--- src/rtl/rlpd_pkg.sv ---
// Shared types and constants for the run-length palette pixel decoder.
`default_nettype none
package rlpd_pkg;

  // Frame geometry limit
  localparam int MAX_DIM = 256;
  localparam int PIX_W = 17;
  localparam logic [PIX_W-1:0] MAX_PIXELS = PIX_W'(MAX_DIM * MAX_DIM);

  // Field widths
  localparam int BYTE_W = 8;
  localparam int COLOR_W = 16;
  localparam int LEN_W = 8;
  localparam int PAL_IDX_W = 4;
  localparam int PAL_WORD_W = 64;

  // Configuration port
  localparam int CFG_IDX_W = 3;
  localparam int CFG_DATA_W = 64;
  localparam logic [CFG_IDX_W-1:0] REG_FRAME_PIXELS = 3'd0;
  localparam logic [CFG_IDX_W-1:0] REG_PALETTE_WORD0 = 3'd1;
  localparam logic [CFG_IDX_W-1:0] REG_PALETTE_WORD1 = 3'd2;
  localparam logic [CFG_IDX_W-1:0] REG_PALETTE_WORD2 = 3'd3;
  localparam logic [CFG_IDX_W-1:0] REG_PALETTE_WORD3 = 3'd4;

  // Token byte fields
  localparam int TOKEN_REPEAT_BIT = 7;

  typedef struct packed {
    logic                  we;
    logic [CFG_IDX_W-1:0]  index;
    logic [CFG_DATA_W-1:0] data;
  } cfg_wr_t;

  typedef enum logic [1:0] {
    PH_TOKEN   = 2'd0,
    PH_COLOR   = 2'd1,
    PH_LITERAL = 2'd2,
    PH_FULL    = 2'd3
  } phase_t;

endpackage
`default_nettype wire

--- src/rtl/rlpd_config_regs.sv ---
// Configuration registers: frame size with clamping and the 16-entry palette lookup.
`default_nettype none
module rlpd_config_regs (
  input  wire logic                           clk,
  input  wire logic                           rst,
  input  wire rlpd_pkg::cfg_wr_t              cfg,
  input  wire logic [rlpd_pkg::PAL_IDX_W-1:0] color_index,
  output logic      [rlpd_pkg::COLOR_W-1:0]   pal_color,
  output logic      [rlpd_pkg::PIX_W-1:0]     frame_limit
);
  import rlpd_pkg::*;

  logic [PIX_W-1:0] frame_pixels;
  logic [3:0][PAL_WORD_W-1:0] palette;

  // Write one register per enabled cycle; indexes beyond the list are dropped
  always_ff @(posedge clk) begin
    if (rst) begin
      frame_pixels <= PIX_W'(1);
      palette <= '0;
    end else if (cfg.we) begin
      unique case (cfg.index)
        REG_FRAME_PIXELS:  frame_pixels <= cfg.data[PIX_W-1:0];
        REG_PALETTE_WORD0: palette[0] <= cfg.data;
        REG_PALETTE_WORD1: palette[1] <= cfg.data;
        REG_PALETTE_WORD2: palette[2] <= cfg.data;
        REG_PALETTE_WORD3: palette[3] <= cfg.data;
        default: ;
      endcase
    end
  end

  // Clamp frame size: zero counts as one, cap at the largest frame
  always_comb begin
    if (frame_pixels == '0) begin
      frame_limit = PIX_W'(1);
    end else if (frame_pixels > MAX_PIXELS) begin
      frame_limit = MAX_PIXELS;
    end else begin
      frame_limit = frame_pixels;
    end
  end

  // Select the 16-bit entry within its 64-bit word
  assign pal_color = palette[color_index[3:2]][{color_index[1:0], 4'b0000} +: COLOR_W];

endmodule
`default_nettype wire

--- src/rtl/rle_palette_pixel_decoder.sv ---
// An accepted input item that produces a result is loaded straight into the output register.
// The block takes one input item per cycle, and the output register refills as it drains.
// Input is held off only while the output register is full and not being taken.
// Reset (synchronous, active high) clears the decode state, frame_pixels to 1, palette to 0.
// The last byte of a stream returns the decode state to reset; registers keep their values.
`default_nettype none
module rle_palette_pixel_decoder (
  input  wire logic                            clk,
  input  wire logic                            rst,
  // Input stream
  input  wire logic                            s_tvalid,
  output logic                                 s_tready,
  input  wire logic [7:0]                      s_tdata,   // [7:0] data_byte
  input  wire logic                            s_tlast,   // last_byte
  // Result stream
  output logic                                 m_tvalid,
  input  wire logic                            m_tready,
  output logic      [23:0]                     m_tdata,   // [15:0] pixel_color, [23:16] run_length
  output logic                                 m_tlast,   // frame_full
  output logic      [0:0]                      m_tuser,   // [0] stream_short
  // Configuration write port
  input  wire logic                            cfg_we,
  input  wire logic [rlpd_pkg::CFG_IDX_W-1:0]  cfg_index,
  input  wire logic [rlpd_pkg::CFG_DATA_W-1:0] cfg_data
);
  import rlpd_pkg::*;

  cfg_wr_t cfg;
  logic [COLOR_W-1:0] pal_color;
  logic [PIX_W-1:0] frame_limit;

  phase_t phase, phase_next;
  logic [LEN_W-1:0] literal_left, literal_left_next;
  logic [LEN_W-1:0] repeat_len, repeat_len_next;
  logic [PIX_W-1:0] pixels_remaining, pixels_remaining_next;

  logic s_accept;
  logic res_load;
  logic [COLOR_W-1:0] res_color;
  logic [LEN_W-1:0] res_len;
  logic res_full;
  logic res_short;

  logic emit;
  logic [LEN_W-1:0] run_len;
  logic [PIX_W-1:0] pix_after;
  logic run_full;
  logic [BYTE_W-1:0] data_byte;

  logic out_valid;
  logic [COLOR_W-1:0] out_color;
  logic [LEN_W-1:0] out_len;
  logic out_full;
  logic out_short;

  assign cfg = '{we: cfg_we, index: cfg_index, data: cfg_data};
  assign data_byte = s_tdata;

  rlpd_config_regs u_cfg (
    .clk         (clk),
    .rst         (rst),
    .cfg         (cfg),
    .color_index (data_byte[PAL_IDX_W-1:0]),
    .pal_color   (pal_color),
    .frame_limit (frame_limit)
  );

  // Take a new item whenever the output register is empty or draining
  assign s_tready = !out_valid || m_tready;
  assign s_accept = s_tvalid && s_tready;

  // Decode one byte: next state and the result it causes
  always_comb begin
    phase_next = phase;
    literal_left_next = literal_left;
    repeat_len_next = repeat_len;
    pixels_remaining_next = pixels_remaining;
    emit = 1'b0;
    run_len = '0;
    pix_after = pixels_remaining;
    run_full = 1'b0;

    unique case (phase)
      PH_TOKEN: begin
        if (pixels_remaining == '0) begin
          pixels_remaining_next = frame_limit;
        end
        if (data_byte[TOKEN_REPEAT_BIT]) begin
          repeat_len_next = {1'b0, data_byte[TOKEN_REPEAT_BIT-1:0]} + LEN_W'(1);
          phase_next = PH_COLOR;
        end else begin
          literal_left_next = data_byte + LEN_W'(1);
          phase_next = PH_LITERAL;
        end
      end
      PH_COLOR: begin
        if (PIX_W'(repeat_len) > pixels_remaining) begin
          run_len = pixels_remaining[LEN_W-1:0];
        end else begin
          run_len = repeat_len;
        end
        pix_after = pixels_remaining - PIX_W'(run_len);
        run_full = (pix_after == '0);
        pixels_remaining_next = pix_after;
        emit = 1'b1;
        phase_next = run_full ? PH_FULL : PH_TOKEN;
      end
      PH_LITERAL: begin
        run_len = LEN_W'(1);
        pix_after = pixels_remaining - PIX_W'(1);
        run_full = (pix_after == '0);
        pixels_remaining_next = pix_after;
        if (literal_left != '0) begin
          literal_left_next = literal_left - LEN_W'(1);
        end
        emit = 1'b1;
        if (run_full) begin
          phase_next = PH_FULL;
        end else if (literal_left_next == '0) begin
          phase_next = PH_TOKEN;
        end
      end
      PH_FULL: ;
      default: ;
    endcase

    // Stream end: flag a short frame unless the frame is full, then drop back to the start state
    res_short = s_tlast && (phase_next != PH_FULL);
    res_load = emit || res_short;
    res_color = emit ? pal_color : '0;
    res_len = run_len;
    res_full = run_full && !res_short;
    if (s_tlast) begin
      phase_next = PH_TOKEN;
      literal_left_next = '0;
      repeat_len_next = '0;
      pixels_remaining_next = '0;
    end
  end

  // Decode state
  always_ff @(posedge clk) begin
    if (rst) begin
      phase <= PH_TOKEN;
      literal_left <= '0;
      repeat_len <= '0;
      pixels_remaining <= '0;
    end else if (s_accept) begin
      phase <= phase_next;
      literal_left <= literal_left_next;
      repeat_len <= repeat_len_next;
      pixels_remaining <= pixels_remaining_next;
    end
  end

  // Output register: load a new result, or clear valid once taken
  always_ff @(posedge clk) begin
    if (rst) begin
      out_valid <= 1'b0;
    end else if (s_accept && res_load) begin
      out_valid <= 1'b1;
    end else if (m_tready) begin
      out_valid <= 1'b0;
    end
  end

  always_ff @(posedge clk) begin
    if (s_accept && res_load) begin
      out_color <= res_color;
      out_len <= res_len;
      out_full <= res_full;
      out_short <= res_short;
    end
  end

  assign m_tvalid = out_valid;
  assign m_tdata = {out_len, out_color};
  assign m_tlast = out_full;
  assign m_tuser = out_short;

endmodule
`default_nettype wire
--- config.mk ---
export PLATFORM = sky130hd
export DESIGN_NAME = rle_palette_pixel_decoder
export DESIGN_NICKNAME = d
export VERILOG_FILES = /design/src/rtl/rlpd_pkg.sv /design/src/rtl/rlpd_config_regs.sv /design/src/rtl/rle_palette_pixel_decoder.sv
export SDC_FILE = /design/constraint.sdc
export NUM_CORES = 1
export LEC_CHECK = 0
export BUFFER_PORTS_ARGS = -buffer_cell sky130_fd_sc_hd__buf_2
export CAP_MARGIN = 0
export CORE_ASPECT_RATIO = 1.75
export CORE_UTILIZATION = 35
export CTS_BUF_LIST = sky130_fd_sc_hd__clkbuf_8
export DETAILED_ROUTE_END_ITERATION = 6
export GPL_TIMING_DRIVEN = 1
export PLACE_DENSITY_LB_ADDON = 0.08
export SYNTH_ARGS = -nofsm -noshare
export SYNTH_HDL_FRONTEND = slang
export SYNTH_HIERARCHICAL = 1
export SYNTH_SLANG_ARGS = --single-unit
--- constraint.sdc ---
create_clock -name clk -period 14.4 [get_ports clk]
set_input_delay 2.88 -clock clk [delete_from_list [all_inputs] [get_ports clk]]
set_output_delay 2.88 -clock clk [all_outputs]
set_load 0.005 [all_outputs]
Word-level counts from Yosys, hierarchy flattened

Index checks and enable logic that the tools add are counted.

Input bits: 81
Register bits: 335

Reduce and logical (&&, ||, !) cells: 30
Shift operators: 1
Eq/ne operators: 9
Magnitude comparators: 3
Muxes and demuxes: 28
$add $sub $neg: 5

Operators with widths:

| cell                                               | count |
|---|---|
| binary-select mux 64 bit (select 2 bit)            | 1 |
| two-way mux 8 bit                                  | 9 |
| zero test 17 bit                                   | 4 |
| two-way mux 17 bit                                 | 4 |
| two-way mux 64 bit                                 | 1 |
| indexed part select 64 x 7 -> 16 bit               | 1 |
| one-hot mux 17 bit (3 select lines)                | 1 |
| one-hot mux 8 bit (2 select lines)                 | 2 |
| > comparator 17 bit, second input constant         | 1 |
| > comparator 8 x 17 -> 1 bit                       | 1 |
| subtractor 17 x 1 -> 17 bit, second input constant | 1 |
| subtractor 17 x 8 -> 17 bit                        | 1 |
| two-way mux 2 bit                                  | 5 |
| AND reduction 2 bit                                | 5 |
| AND reduction 3 bit                                | 3 |
| adder 7 x 1 -> 8 bit, second input constant        | 1 |
| adder 8 x 1 -> 8 bit, second input constant        | 1 |
| zero test 8 bit                                    | 1 |
| nonzero test 8 bit                                 | 1 |
| subtractor 8 x 1 -> 8 bit, second input constant   | 1 |
| == test 3 x 2 -> 1 bit, second input constant      | 2 |
| != test 3 bit, second input constant               | 2 |
| one-hot mux 2 bit (3 select lines)                 | 1 |
| nonzero test 2 bit                                 | 3 |
| 16 further kinds                                   | 23 |

Logic depth before layout (Yosys ltp)

Depth in word-level cells: 12
Gate-level depth with buffers: 20

Cells and area by module

Netlist, hierarchy kept.

Modules (own cells, without submodules):

| module                    | instances | cells an instance | area each (um2) | sequential area each (um2) |
|---|---|---|---|---|
| rlpd_config_regs          | 1         | 1355              | 11504.8         | 5465.2 |
| rle_palette_pixel_decoder | 1         | 560               | 4755.8          | 1501.4 |

Worst setup path after synthesis

OpenSTA, ideal clock, no wires.

Path kind: reg2reg
From: reg pixels_remaining[1]
To: reg out_full (netlist: m_tlast), enable pin
Slack: 8.120 ns
Required time: 13.975 ns
Arrival time: 5.855 ns
Path buffers: 0
Stages on the path, launching flop included: 20
Cell sequence: dfxtp_1 > inv_1 > ha_1 > nor2b_1 > o21a_1 > o21a_1 > o211ai_1 > a21oi_1 > o21ai_2 > mux2i_1 > ha_1 > inv_1 > fa_1 > a21o_4 > a22o_1 > o41a_4 > xnor2_1 > and4_1 > or3_1 > a31oi_1

Word-level cells in the longest chain between the ends: 11
Elaborated cells between the ends (all ways): 14

RTL lines:

| element                              | line                             | text |
|---|---|---|
| from (decl)                          | rle_palette_pixel_decoder.sv:35  | `logic [PIX_W-1:0] pixels_remaining, pixels_remaining_next;` |
| from (signal assigned)               | rle_palette_pixel_decoder.sv:152 | `pixels_remaining <= pixels_remaining_next;` |
| > comparator 8 x 17 -> 1 bit         | rle_palette_pixel_decoder.sv:97  | `if (PIX_W'(repeat_len) > pixels_remaining) begin` |
| two-way mux 8 bit                    | rle_palette_pixel_decoder.sv:97  |  |
| two-way mux 8 bit                    | rle_palette_pixel_decoder.sv:83  | `unique case (phase)` |
| subtractor 17 x 8 -> 17 bit          | rle_palette_pixel_decoder.sv:102 | `pix_after = pixels_remaining - PIX_W'(run_len);` |
| zero test 17 bit                     | rle_palette_pixel_decoder.sv:103 | `run_full = (pix_after == '0);` |
| two-way mux 2 bit                    | rle_palette_pixel_decoder.sv:106 | `phase_next = run_full ? PH_FULL : PH_TOKEN;` |
| one-hot mux 2 bit (3 select lines) * | rle_palette_pixel_decoder.sv:83  |  |
| != test 2 bit *                      | rle_palette_pixel_decoder.sv:128 | `res_short = s_tlast && (phase_next != PH_FULL);` |
| logical AND 1 bit *                  | rle_palette_pixel_decoder.sv:128 |  |
| logical OR 1 bit *                   | rle_palette_pixel_decoder.sv:129 | `res_load = emit \|\| res_short;` |
| logical AND 1 bit *                  | rle_palette_pixel_decoder.sv:168 | `if (s_accept && res_load) begin` |
| to (signal assigned)                 | rle_palette_pixel_decoder.sv:171 | `out_full <= res_full;` |
| to (decl)                            | rle_palette_pixel_decoder.sv:53  | `logic out_full;` |

Every way passes the cells marked *; elsewhere a longest branch is shown, timed or not. The select of a mux whose other input is x is not followed.
A chain may end at the register's enable or synchronous reset.

Final worst setup path

From: in m_tready
To: out s_tready

Word-level cells in the longest chain between the ends: 1

RTL lines:

| element          | line                            | text |
|---|---|---|
| from (decl)      | rle_palette_pixel_decoder.sv:17 | `input wire logic m_tready,` |
| logical OR 1 bit | rle_palette_pixel_decoder.sv:69 | `assign s_tready = !out_valid \|\| m_tready;` |
| to (decl)        | rle_palette_pixel_decoder.sv:12 | `output logic s_tready,` |

Every way passes these cells.

==> qor.csv <==
stage;metric;value;unit
worst_setup_path;Worst EP arrival;3.40;ns
power;total power;2120;µW
logic_synthesis;Compound-Gate Fraction of Synth Area;0.170;
power;Pwr per Cell Area;118;nW/µm²
timing;Final min period;6.28;ns
cts;CTS max path bufs;3;
logic_synthesis;Post-Synth Simple-Gate Area;0.216;
cts;buffers inserted by post-CTS timing repair;0;
cts;clock slew at the register clock pins of the worst setup and hold paths;0.06;ns
die;CORE AREA;45900;µm²
worst_setup_path;crit path cell chain;buf_2 -> nor2b_1 -> inv_1 -> buf_2;
worst_setup_path;slowest stage delay, CP;0.19;ns
timing;RSZ-0062 raised after global routing;no;
worst_setup_path;reg2reg start;pixels_remaining[1]$_SDFFE_PP0P_;
cts;# H-tree levels;2;
grt;Remaining Overflow, GRT;0;
cts;Sink Count;335;
logic_synthesis;Synth async-reset ratio;0;
min_path;Hold Crit Class;reg -> reg;
worst_setup_path;Worst setup EP type;output pin;
final_layout;commonest cells after routing, fill and taps aside;nand2_1, a21oi_1, dfxtp_1, buf_2, nor2_1;
die;num ports;109;
logic_synthesis;largest family of logic cells by synthesized area;simple AND/OR/NAND/NOR gates;
power;Peak supply drop;0.0570;mV
cts;cell at the root of the clock tree;clkbuf_8;
logic_synthesis;synthesized area;16300;µm²
route;DRC viols;0;
final_layout;nets@finish;2060;
final_layout;Final Cell Area;18000;µm²
power;Comb pwr share;0.162;
cts;Hold-fix buffers, CTS;0;
status;outcome;completed;
cts;CTS tree;yes;
final_layout;most common cell after layout, fill and taps aside;nand2_1;
die;Die Area;47400;µm²
logic_synthesis;Seq/Total Area, Yosys;0.428;
worst_setup_path;crit-path max FO;3;
timing;clk_skew;0.0325;ns
min_path;HP Start;u_cfg/palette[96]$_SDFFE_PP0P_;
power;Flop pwr share;0.464;
timing;Tcrit/Tclk final;0.436;
power;Switch Pwr;626;µW
timing;Peak Freq;159;MHz
job;max_cap viols;0;
power;Clock power frac;0.374;
route;Vias;13900;
power;P_int;1500;µW
route;Detail Route Antenna Nets;0;
grt;largest net degree at the start of global routing;105;
logic_synthesis;synth warn;6;
grt;vias in the first global route;13600;
final_layout;Synth-to-Final Area Change;10.7;%
placement;post-detail-place hpwl;36000;µm
logic_synthesis;Synth Flop Type;dfxtp_1;
cts;PostCTS Resize Cnt;0;
logic_synthesis;number of synthesized flops with an enable pin;26;
placement;number of buffers added on ports;108;
logic_synthesis;post-synthesis adder-cell area fraction;0.0220;
timing;Worst slew margin;0.247;
die;initial core utilization;0.354;
worst_setup_path;Critical Path Source Type;primary input;
logic_synthesis;register bit total from synthesis;335;
power;switch share;0.295;
route;drt wl/cell;21.6;µm
placement;DP Area;17000;µm²
final_layout;share of layout cells above drive strength 1;0.147;
timing;Setup TNS;0;ns
logic_synthesis;Mapped Cells;1915;
logic_synthesis;Mapped Avg Cell Area;8.49;µm²
timing;Max Slew Vio Count;0;
worst_setup_path;CP Data Required Time;11.52;ns
route;DR pass1 iterations;5;
grt;first-pass GRT wire length;83500;µm
timing;endpoints failing hold;0;
placement;routability cong.;0.901;
timing;Finish-stage setup viols;0;
logic_synthesis;Post-Synth XOR/XNOR Area;0.0123;
timing;Worst Max-Slew Pin Slew;1.13;ns
die;Die Wd;165;µm
worst_setup_path;crit path from;m_tready;
worst_setup_path;Crit Path Category;in -> out;
grt;total track usage;0.235;
route;Routed Wire Length;55600;µm
route;post-DR vias/cell;5.38;
worst_setup_path;slowest CP cell;nor2b_1;
power;Leakage;0.00649;µW
cts;worst skew pair latency;0.61;ns
route;Initial DRC Count;950;
worst_setup_path;Worst path most repeated cell;buf_2;
logic_synthesis;multiplexer area fraction after synthesis;0.0981;
grt;initial antenna violation count;6;
timing;hold_ws;0.452;ns
logic_synthesis;Synth Net Count;2024;
die;die height;287;µm
cts;CTS Buf Count;53;
logic_synthesis;synth unique cells;90;
die;Core Rows;104;
power by group through the flow:
| stage | Combinational, µW | Clock, µW | Sequential (µW) |
|---|---|---|---|
| after floorplan | 239 | 0 | 997 |
| after global placement | 341 | 0 | 1000 |
| after detailed placement | 343 | 0 | 1010 |
| after CTS | 344 | 824 | 985 |
| after global routing | 372 | 860 | 988 |
| final | 343 | 794 | 985 |
registers in the layout, summed over array words and instances (netlist names):
signal              flops
literal_left            8
phase                   2
m_tvalid                1
u_cfg/palette         256
pixels_remaining       17
u_cfg/frame_pixels     17
out_len                 8
out_color              16
m_tuser                 1
m_tlast                 1
repeat_len              8
cells in the mapped netlist, types with 10 or more instances:
cell type | count | share of area
a22oi_1 | 48 | 0.022
mux2i_1 | 12 | 0.0074
buf_1 | 15 | 0.0035
inv_1 | 27 | 0.0062
nand3_1 | 14 | 0.0043
nor2_1 | 75 | 0.017
ha_1 | 27 | 0.021
clkbuf_1 | 60 | 0.014
a21oi_1 | 310 | 0.095
buf_2 | 53 | 0.016
nor2b_1 | 22 | 0.0085
xnor2_1 | 11 | 0.0059
buf_6 | 15 | 0.010
edfxtp_1 | 26 | 0.048
mux4_2 | 64 | 0.089
dfxtp_1 | 309 | 0.38
and2_1 | 20 | 0.0077
nor3_1 | 19 | 0.0058
xor2_1 | 10 | 0.0054
o21ai_0 | 18 | 0.0055
nand2_1 | 600 | 0.14
path summary, 6_finish.rpt:
path	end	slack (ns)	cells past startpoint
setup / recovery	s_tready	8.12	4
hold / removal	u_cfg/palette[96]$_SDFFE_PP0P_	0.45	2
hold reg to reg	u_cfg/palette[96]$_SDFFE_PP0P_	0.45	2
setup reg to reg	out_color[11]$_SDFFCE_PP0P_	8.24	19
layer usage:
metal	wire, µm	global-route usage	vias up
met5	8	0	-
met4	2280	0.0989	2
met3	2160	0.0280	113
met2	30600	0.455	353
met1	20500	0.250	6686
li1	-	-	6701
worst max-delay path: cells and delay by family:
kind,cells,cell delay (ns)
buffers and inverters,3,0.32
and+or+nand+nor,1,0.19
per-stage QoR:
| step | cells | setup WS, ns | utilization |
|---|---|---|---|
| after detailed placement | 2479 | 8.12 | 0.370 |
| after floorplan | 1915 | 8.12 | - |
| after CTS | 2571 | 8.11 | 0.392 |
| after global placement | 2479 | 8.13 | 0.370 |
| after global routing | 2574 | 7.87 | 0.392 |
| final | 2574 | 8.12 | 0.392 |
logic make-up after synthesis:
| kind of cell | Yosys count |
|---|---|
| buf+inv | 175 |
| mux | 79 |
| compound gates | 463 |
| xor+xnor | 22 |
| simple gates | 813 |
| fa+ha+maj | 28 |
| flops | 335 |
cell type report:
cell class / instances / area [µm²]
flip-flops and latches: 335 / 6970
clock inverters: 33 / 183
repair buffers: 128 / 706
multi-input cells: 1405 / 8490
well taps: 583 / 729
fillers: 4776 / 27900
diodes: 3 / 7.51
inverters: 28 / 105
clock buffers: 59 / 812
Power figures use the tool's default switching activity.
